`src/assert_macros.svh`:
```
// Assertion helpers shared by the RTL.
`ifndef ASSERT_MACROS_SVH
`define ASSERT_MACROS_SVH

// Clocked check, held off while reset is active.
`define EPC_ASSERT(lbl, clk, rst, prop, msg) \
  lbl: assert property (@(posedge clk) disable iff (rst) (prop)) else $error(msg);

// Clocked check that also holds during reset.
`define EPC_ASSERT_ALWAYS(lbl, clk, prop, msg) \
  lbl: assert property (@(posedge clk) (prop)) else $error(msg);

`endif

```
`src/epc_pkg.sv`:
```
`default_nettype none
package epc_pkg;

  localparam int unsigned DAY_W = 16;

  // reciprocal multipliers: n/60 = (n*DIV60_MAGIC) >> 37, n/24 = (n*DIV24_MAGIC) >> 36,
  // exact for every 32-bit n
  localparam logic [31:0]      DIV60_MAGIC = 32'h8888_8889;
  localparam logic [31:0]      DIV24_MAGIC = 32'hAAAA_AAAB;
  localparam logic [DAY_W-1:0] DAYS_COMMON = 16'd365;
  localparam logic [DAY_W-1:0] FEB_END_DOY = 16'd58;   // 30 + 28
  localparam logic [16:0]      OFFSET_RESET = 17'sd7200;

  // 1970 taken mod 4, 100 and 400
  localparam logic [1:0] Y0_MOD4   = 2'd2;
  localparam logic [6:0] Y0_MOD100 = 7'd70;
  localparam logic [8:0] Y0_MOD400 = 9'd370;

  typedef struct packed {
    logic             ge;
    logic [DAY_W-1:0] diff;
  } sub_res_t;

  function automatic logic [4:0] month_len(input logic [3:0] m);
    logic [4:0] len;
    case (m) inside
      4'd1:                      len = 5'd29;
      4'd3, 4'd5, 4'd8, 4'd10:   len = 5'd30;
      default:                   len = 5'd31;
    endcase
    return len;
  endfunction

endpackage
`default_nettype wire

```
`src/epc_sub_unit.sv`:
```
`default_nettype none
module epc_sub_unit (
  input  wire logic [15:0]      a,
  input  wire logic [15:0]      b,
  output epc_pkg::sub_res_t     res
);
  import epc_pkg::*;

  logic [DAY_W:0] wide;

  // borrow out clear means a >= b
  assign wide     = {1'b0, a} - {1'b0, b};
  assign res.ge   = ~wide[DAY_W];
  assign res.diff = wide[DAY_W-1:0];

endmodule
`default_nettype wire

```
`src/epoch_seconds_to_calendar_unit.sv`:
```
`default_nettype none
// Converts a 32-bit Unix seconds count plus the signed local offset
// (local_offset_seconds, written through offset_we) into local Gregorian
// date and time. Pulse start while busy is low; the transaction is taken
// at that edge and busy stays high until the result is ready. The result
// appears on the output ports with done high for exactly one cycle; the
// receiver cannot stall it, so it must capture the fields on that edge.
// Steps: the time of day comes from three reciprocal-multiply divisions
// (by 60, 60, 24) in S_DIV_SEC, S_DIV_MIN and S_DIV_HOUR. The shared
// subtract/compare unit then walks whole years in S_YEAR and months in
// S_MONTH. A new transaction may start in the done cycle.
module epoch_seconds_to_calendar_unit (
  input  wire logic        clk,
  input  wire logic        rst,
  input  wire logic        offset_we,
  input  wire logic [16:0] local_offset_seconds,
  input  wire logic        start,
  input  wire logic [31:0] epoch_seconds,
  output logic             busy,
  output logic             done,
  output logic [5:0]       second,
  output logic [5:0]       minute,
  output logic [4:0]       hour,
  output logic [7:0]       years_since_1970,
  output logic [3:0]       month,
  output logic [4:0]       day_of_month,
  output logic [10:0]      minutes_of_day
);
  import epc_pkg::*;

`include "assert_macros.svh"

  localparam logic [2:0] S_IDLE     = 3'd0;
  localparam logic [2:0] S_DIV_SEC  = 3'd1;
  localparam logic [2:0] S_DIV_MIN  = 3'd2;
  localparam logic [2:0] S_DIV_HOUR = 3'd3;
  localparam logic [2:0] S_YEAR     = 3'd4;
  localparam logic [2:0] S_MONTH    = 3'd5;

  logic [2:0]  state;
  logic [16:0] offset;

  // divider datapath: quo holds the running dividend, then the quotient
  logic [31:0] quo;
  logic [31:0] magic;
  logic [63:0] prod;
  logic [31:0] quo_next;
  logic [5:0]  rem60;
  logic [4:0]  rem24;

  logic [5:0]       sec_r;
  logic [5:0]       min_r;
  logic [4:0]       hour_r;
  logic [DAY_W-1:0] days;
  logic [7:0]       years;
  logic [3:0]       mon;
  logic [1:0]       ymod4;
  logic [6:0]       ymod100;
  logic [8:0]       ymod400;

  logic [DAY_W-1:0] ua;
  logic [DAY_W-1:0] ub;
  sub_res_t         ures;

  logic        leap;

  assign busy = (state != S_IDLE);

  // Gregorian rule on the running year
  assign leap = (ymod4 == 2'd0) && ((ymod100 != 7'd0) || (ymod400 == 9'd0));

  // one division per cycle by reciprocal multiplication
  assign magic    = (state == S_DIV_HOUR) ? DIV24_MAGIC : DIV60_MAGIC;
  assign prod     = 64'(quo) * 64'(magic);
  assign quo_next = (state == S_DIV_HOUR) ? {4'd0, prod[63:36]} : {5'd0, prod[63:37]};
  // remainder from low bits: n - 60q == n + 4q (mod 64), n - 24q == n + 8q (mod 32)
  assign rem60    = quo[5:0] + {quo_next[3:0], 2'b00};
  assign rem24    = quo[4:0] + {quo_next[1:0], 3'b000};

  // operand select for the shared unit
  always_comb begin
    ua = days;
    ub = DAYS_COMMON;
    unique case (state)
      S_YEAR: begin
        ub = DAYS_COMMON + {15'd0, leap};
      end
      S_MONTH: begin
        ub = {11'd0, month_len(mon)};
      end
      default: begin
        ub = DAYS_COMMON;
      end
    endcase
  end

  epc_sub_unit u_sub (
    .a   (ua),
    .b   (ub),
    .res (ures)
  );

  // config register
  always_ff @(posedge clk) begin
    if (rst) begin
      offset <= OFFSET_RESET;
    end else if (offset_we) begin
      offset <= local_offset_seconds;
    end
  end

  always_ff @(posedge clk) begin
    if (rst) begin
      state <= S_IDLE;
      done  <= 1'b0;
    end else begin
      done <= 1'b0;
      unique case (state)
        S_IDLE: begin
          if (start) begin
            state <= S_DIV_SEC;
          end
        end
        S_DIV_SEC: begin
          state <= S_DIV_MIN;
        end
        S_DIV_MIN: begin
          state <= S_DIV_HOUR;
        end
        S_DIV_HOUR: begin
          state <= S_YEAR;
        end
        S_YEAR: begin
          if (!ures.ge) state <= S_MONTH;
        end
        S_MONTH: begin
          if (!(ures.ge && (mon < 4'd11))) begin
            state <= S_IDLE;
            done  <= 1'b1;
          end
        end
        default: state <= S_IDLE;
      endcase
    end
  end

  // datapath, no reset needed
  always_ff @(posedge clk) begin
    case (state)
      S_IDLE: begin
        if (start) begin
          // sum wraps mod 2^32
          quo <= epoch_seconds + {{15{offset[16]}}, offset};
        end
      end
      S_DIV_SEC: begin
        quo   <= quo_next;
        sec_r <= rem60;
      end
      S_DIV_MIN: begin
        quo   <= quo_next;
        min_r <= rem60;
      end
      S_DIV_HOUR: begin
        hour_r  <= rem24;
        days    <= quo_next[DAY_W-1:0];
        years   <= 8'd0;
        ymod4   <= Y0_MOD4;
        ymod100 <= Y0_MOD100;
        ymod400 <= Y0_MOD400;
      end
      S_YEAR: begin
        if (ures.ge) begin
          days    <= ures.diff;
          years   <= years + 8'd1;
          ymod4   <= ymod4 + 2'd1;
          ymod100 <= (ymod100 == 7'd99)  ? 7'd0 : ymod100 + 7'd1;
          ymod400 <= (ymod400 == 9'd399) ? 9'd0 : ymod400 + 9'd1;
        end else begin
          // common year: step over Feb 29 in the month table
          days <= days + {15'd0, (!leap && (days > FEB_END_DOY))};
          mon  <= 4'd0;
        end
      end
      S_MONTH: begin
        if (ures.ge && (mon < 4'd11)) begin
          days <= ures.diff;
          mon  <= mon + 4'd1;
        end else begin
          second           <= sec_r;
          minute           <= min_r;
          hour             <= hour_r;
          years_since_1970 <= years;
          month            <= mon + 4'd1;
          day_of_month     <= days[4:0] + 5'd1;
          minutes_of_day   <= 11'(hour_r) * 11'd60 + 11'(min_r);
        end
      end
      default: begin
      end
    endcase
  end

  `EPC_ASSERT(a_done_idle, clk, rst, done |-> !busy, "result strobe while busy")
  `EPC_ASSERT(a_start_busy, clk, rst, (start && !busy) |=> busy, "start not taken")
  `EPC_ASSERT(a_done_pulse, clk, rst, done |=> !done, "result strobe longer than one cycle")
  `EPC_ASSERT(a_fields, clk, rst,
    done |-> ((month != 4'd0) && (month <= 4'd12) && (day_of_month != 5'd0) &&
              (hour <= 5'd23) && (years_since_1970 <= 8'd136)),
    "result field out of range")

endmodule
`default_nettype wire
```
`config.mk`:
```
export PLATFORM = sky130hd
export DESIGN_NAME = epoch_seconds_to_calendar_unit
export DESIGN_NICKNAME = d
export VERILOG_FILES = /design/src/epc_pkg.sv /design/src/epc_sub_unit.sv /design/src/epoch_seconds_to_calendar_unit.sv
export VERILOG_INCLUDE_DIRS = /design/src /design/src/src
export SDC_FILE = /design/constraint.sdc
export NUM_CORES = 2
export LEC_CHECK = 0
export BUFFER_PORTS_ARGS = -buffer_cell sky130_fd_sc_hd__buf_2
export CELL_PAD_IN_SITES_DETAIL_PLACEMENT = 1
export CELL_PAD_IN_SITES_GLOBAL_PLACEMENT = 2
export CORE_MARGIN = 2
export CORE_UTILIZATION = 39
export CTS_BUF_LIST = sky130_fd_sc_hd__clkbuf_4
export DETAILED_ROUTE_END_ITERATION = 8
export PLACE_DENSITY_LB_ADDON = 0.1
export RECOVER_POWER = 25
export SYNTH_ARGS = -nofsm -noshare
export SYNTH_HDL_FRONTEND = slang
export SYNTH_SLANG_ARGS = --single-unit
```
`constraint.sdc`:
```
create_clock -name clk -period 9.1 [get_ports clk]
set_input_delay 0.91 -clock clk [delete_from_list [all_inputs] [get_ports clk]]
set_output_delay 0.91 -clock clk [all_outputs]
set_load 0.005 [all_outputs]
```
Yosys cells after proc, flatten, opt, wreduce, memory -nomap -nowiden. Index checks and enable logic that the tools add are counted.

Register bits: 161. Input port bits: 53. Output and inout bits: 47. Logic and storage cells: 108.

Add/sub/neg operators: 13. $mul: 2. Order comparisons: 2. Equality and inequality tests: 17. Multiplexer cells: 28. Bitwise operators: 3. Reduce and logical (&&, ||, !) cells: 23.

Operators with widths (number): $mul 32x32->64 (1); $pmux 32 s2 (1); $pmux 16 s3 (1); $add 32x32->32 (1); $mux 16 (2); $mux 32 (1); $mux 30 (1); $mux 28 (1); $pmux 10 s2 (1); $mux 9 (2); $pmux 3 s6 (1); $pmux 9 s2 (1); $sub 16x10->17 (1); $add 16x1->16 (1); $gt 16x6->1 const B (1); $pmux 8 s2 (1); $mux 7 (2); $pmux 7 s2 (1); $add 11x6->11 (1); $add 9x1->10 const A (1); $add 9x1->9 const B (1); $eq 9x9->1 const B (1); $logic_not 9->1 (1); $mul 5x4->9 const B (1); 38 further kinds (61).

Logic depth before layout (Yosys ltp).
Depth after elaboration: 10. Depth in mapped cells: 39. Gate-level depth less buffers: 36.

Modules after synthesis. A second synthesis with hierarchy kept.

Cell total of the unflattened synthesis: 2764. Area total of the unflattened synthesis: 27640.3 µm².

Modules (own cells, without submodules): epoch_seconds_to_calendar_unit (times used 1, cells each 2647, area each 26813.2 µm², sequential area each 4564.4 µm²); epc_sub_unit (times used 1, cells each 117, area each 827.0 µm², sequential area each 0.0 µm²).

Worst setup path before layout. OpenSTA, ideal clock, no wires.

Path type: register to register. Start point: register state[1]. End point: register min_r[5], data pin. Setup time: 0.264 ns. Arrival: 8.687 ns. Data required time: 8.836 ns. Path slack: 0.148 ns. Cell stages (with the launch flop): 36. Path buffers: 4. Clock period less this slack: 8.952 ns. Cell sequence: dfxtp_1 > buf_2 > nand2_1 > or2_2 > inv_1 > clkbuf_1 > clkbuf_1 > buf_1 > nand2_1 > inv_1 > ha_1 > fa_1 > inv_1 > fa_1 > fa_1 > fa_1 > inv_1 > fa_1 > fa_1 > inv_1 > fa_1 > inv_1 > ha_1 > a2111oi_4 > o21ai_2 > a22oi_1 > o21ai_0 > a31oi_1 > xnor2_1 > mux2i_1 > inv_1 > ha_1 > a21o_1 > a21oi_1 > xnor2_1 > xnor2_1.

Longest elaborated chain between the ends: 5.

RTL lines: from (decl) (RTL line epoch_seconds_to_calendar_unit.sv:40) `logic [2:0] state;`; from (signal assigned) (RTL line epoch_seconds_to_calendar_unit.sv:114) `state <= S_IDLE;`; from (signal assigned) (RTL line epoch_seconds_to_calendar_unit.sv:121) `state <= S_DIV_SEC;`; from (signal assigned) (RTL line epoch_seconds_to_calendar_unit.sv:125) `state <= S_DIV_MIN;`; $eq 3x2->1 (*) (RTL line epoch_seconds_to_calendar_unit.sv:73, epoch_seconds_to_calendar_unit.sv:75); $mux 30 (RTL line epoch_seconds_to_calendar_unit.sv:73) `assign magic = (state == S_DIV_HOUR) ? DIV24_MAGIC : DIV60_MAGIC;`; $mul 32x32->64 (RTL line epoch_seconds_to_calendar_unit.sv:74) `assign prod = 64'(quo) * 64'(magic);`; $mux 28 (*) (RTL line epoch_seconds_to_calendar_unit.sv:75) `assign quo_next = (state == S_DIV_HOUR) ? {4'd0, prod[63:36]} : {5'd0, prod[63:37]};`; $add 6x6->6 (*) (RTL line epoch_seconds_to_calendar_unit.sv:77) `assign rem60 = quo[5:0] + {quo_next[3:0], 2'b00};`; via rem60[5] (RTL line epoch_seconds_to_calendar_unit.sv:48) `logic [5:0] rem60;`; to (signal assigned) (RTL line epoch_seconds_to_calendar_unit.sv:162) `min_r <= rem60;`; to (decl) (RTL line epoch_seconds_to_calendar_unit.sv:52) `logic [5:0] min_r;`.

Mark *: on every way through the listed nets, which the timed path passes. The rest lies on a longest branch. A chain may end at the register's enable or synchronous reset.

Final worst setup path.
Start point: register state[1]. End point: register sec_r[5], data pin.

Longest elaborated chain between the ends: 5.

RTL lines: $eq 3x2->1 (*) (RTL line epoch_seconds_to_calendar_unit.sv:73, epoch_seconds_to_calendar_unit.sv:75); $mux 30 (RTL line epoch_seconds_to_calendar_unit.sv:73); $mul 32x32->64 (RTL line epoch_seconds_to_calendar_unit.sv:74); $mux 28 (*) (RTL line epoch_seconds_to_calendar_unit.sv:75); $add 6x6->6 (*) (RTL line epoch_seconds_to_calendar_unit.sv:77); via rem60[5] (RTL line epoch_seconds_to_calendar_unit.sv:48); to (signal assigned) (RTL line epoch_seconds_to_calendar_unit.sv:158) `sec_r <= rem60;`; to (decl) (RTL line epoch_seconds_to_calendar_unit.sv:51) `logic [5:0] sec_r;`.

Marks and branches as above.

==> metrics <==
DR iter-0 viols=961; fin area=30200 um2; Synth area leader=fa_1; Die Width=270 um; worst clock skew=47.4 ps; worst setup path start=state[1]; die area=73100 um2; Max Slew Vio Count=33; Worst Max-Slew Pin Slew=1620 ps; most common cell after layout, fill and taps aside=inv_1; Layout Cells excl Fill=3909; CP Max Fanout=11; synthesized flop and latch total=159; number of global-route vias before repair=22100; slowest stage cell, crit path=fa_1; largest net degree at the start of global routing=46; die height=270 um; WL per Instance=22.9 um; Worst R2R Path Depth=34; average vias per placed instance=5.01; failing checks=capacitance limit, slew limit; type of the worst setup path=flop to flop; Critical Path AT=9110 ps; status=finished, violations left; clk slew on worst S/H paths=170 ps; Syn Area/Cell=9.86 um2; CTS max path bufs=2; CTS Buf Count=17; final period utilization=0.962; hold path start=sec_r[5]; Post-DP Area=29700 um2; via count=19600; DRC errors left=0; r2r setup slk=350 ps; core area=70100 um2; Seq/Total Area, Yosys=0.165; CTS tree=yes; area delta synth->final=9.03%; GRT Util Overall=0.248; share of cells above drive strength 1=0.0913; setup_tns=0 ps; top-level I/O count=100; ys async rst share=0; most frequent cells in the layout=inv_1 (771), ha_1 (442), fa_1 (422); worst setup path endpoint=sec_r[5]; Syn Inst Count=2805; Worst-Skew Late Latency=620 ps; first-pass GRT wire length=136 mm; Data required, critical path=9460 ps; crit end category=flop; H-Tree Depth=4; number of synthesized flops with an enable pin=138; met1 GRT Util=0.325; CTS sink cnt=159; dpl cells=3872; Post-Syn Area=27700 um2; most area-consuming cells after synthesis=fa_1 (31%), ha_1 (20%), edfxtp_1 (15%); GRT overflow=0; Max Cap Viol=1; Ys Warns=0; area share of the largest cell type after synthesis=0.305; CP dominant cell by count=fa_1; Layout Nets=3874; Primary FF master, synth=edfxtp_1; pre-CTS WS=182 ps; WL final=89.4 mm; root buffer cell=clkbuf_4; # setup viols final=0; Syn Nets=3724; FP Rows=97; Relative slew margins=-0.0808; final-report hold violation count=0; Worst R2R Start=state[1]; Worst setup SP type=flop; fmax=114 MHz; GPL Wtd Cong=0.918; starting density of the core=0.394; met2 usage=0.429; initial antenna violation count=2; final setup margin=349 ps; HPWL after DPL=79.6 mm; CP peak stage delay=610 ps; Final ANT Viol Nets=0; grt peak-use layer=met2; Port Buf Inserts=99; minimum clock period after layout=8750 ps; HP Class=flop to flop; Netlist cell types=95; M3 GR Usage=0.0338; first-pass iteration count of the detailed router=5; RR Endpoint=sec_r[5]
==> how the worst min path moves through the flow <==
stage	cells after the start	slack (ps)	to
after floorplan	0	400	minute[0]
after global placement	0	410	second[2]
after detailed placement	0	410	minute[1]
after CTS	0	430	second[5]
after global routing	0	450	second[5]
final	0	430	second[5]
==> per-layer routing <==
metal | wire length (um) | share of wire
met4 | 2730 | 0.031
met1 | 39500 | 0.44
met2 | 44000 | 0.49
met3 | 3220 | 0.036
met5 | 8 | 0.000089
==> timing repair <==
action / in CTS / in global routing
hold buffers: 0 / 0
gates resized for setup: 0 / 31
setup buffers: 0 / 3
setup endpoints to repair: 0 / 17
==> sequential cells by signal, indices dropped and copies added (netlist names) <==
name and cells:
day_of_month 5, days 16, done 1, hour 5
hour_r 5, min_r 6, minute 6, minutes_of_day 9
mon 4, month 4, offset 17, quo 32
sec_r 6, second 6, state 3, years 8
years_since_1970 8, ymod100 7, ymod4 2, ymod400 9
==> critical path, delay by kind of cell, from the launching register on <==
family / cells / cell delay, ps
AO/OA/AOI/OAI: 8 / 1500
AND/OR/NAND/NOR: 4 / 600
adder cells (fa/ha/maj): 10 / 4540
buffers and inverters: 9 / 940
flip-flops: 1 / 360
XOR/XNOR: 3 / 530
==> layout make-up <==
| type | count | area, um2 |
|---|---|---|
| Clock buffer | 19 | 143 |
| Sequential cell | 159 | 4560 |
| Clock inverter | 13 | 169 |
| Timing Repair Buffer | 180 | 1130 |
| Inverter | 777 | 2920 |
| Fill cell | 8055 | 40000 |
| Multi-Input combinational cell | 1820 | 20100 |
| Tap cell | 940 | 1180 |
| Antenna cell | 1 | 2.50 |
==> synthesized netlist by cell type, drive strengths merged, types with 15 or more instances <==
cell / count
dfxtp: 21
o21ai: 81
and3: 22
a21oi: 112
nand2: 141
nor3: 22
nand3: 41
a21o: 39
o21bai: 15
ha: 444
nor2: 115
xor2: 45
fa: 422
clkbuf: 35
nor2b: 18
xnor2: 89
inv: 777
mux2i: 16
a31oi: 17
edfxtp: 138
nand4: 21
==> stage by stage <==
step                 util  hold slack (ps)
floorplan               -              400
global placement    0.423              406
detailed placement  0.423              406
CTS                 0.427              427
global route        0.430              446
finish              0.430              434
==> cells by family after synthesis <==
group,share of synthesized area
buffers and inverters,0.116
AO/OA/AOI/OAI,0.0924
multiplexers,0.00579
adder cells (fa/ha/maj),0.506
AND/OR/NAND/NOR,0.0721
XOR/XNOR,0.0430
flip-flops,0.165
Power is left out: the tool's default activity adds up to more than one toggle a clock period on the data nets, which glitch-free logic cannot reach.
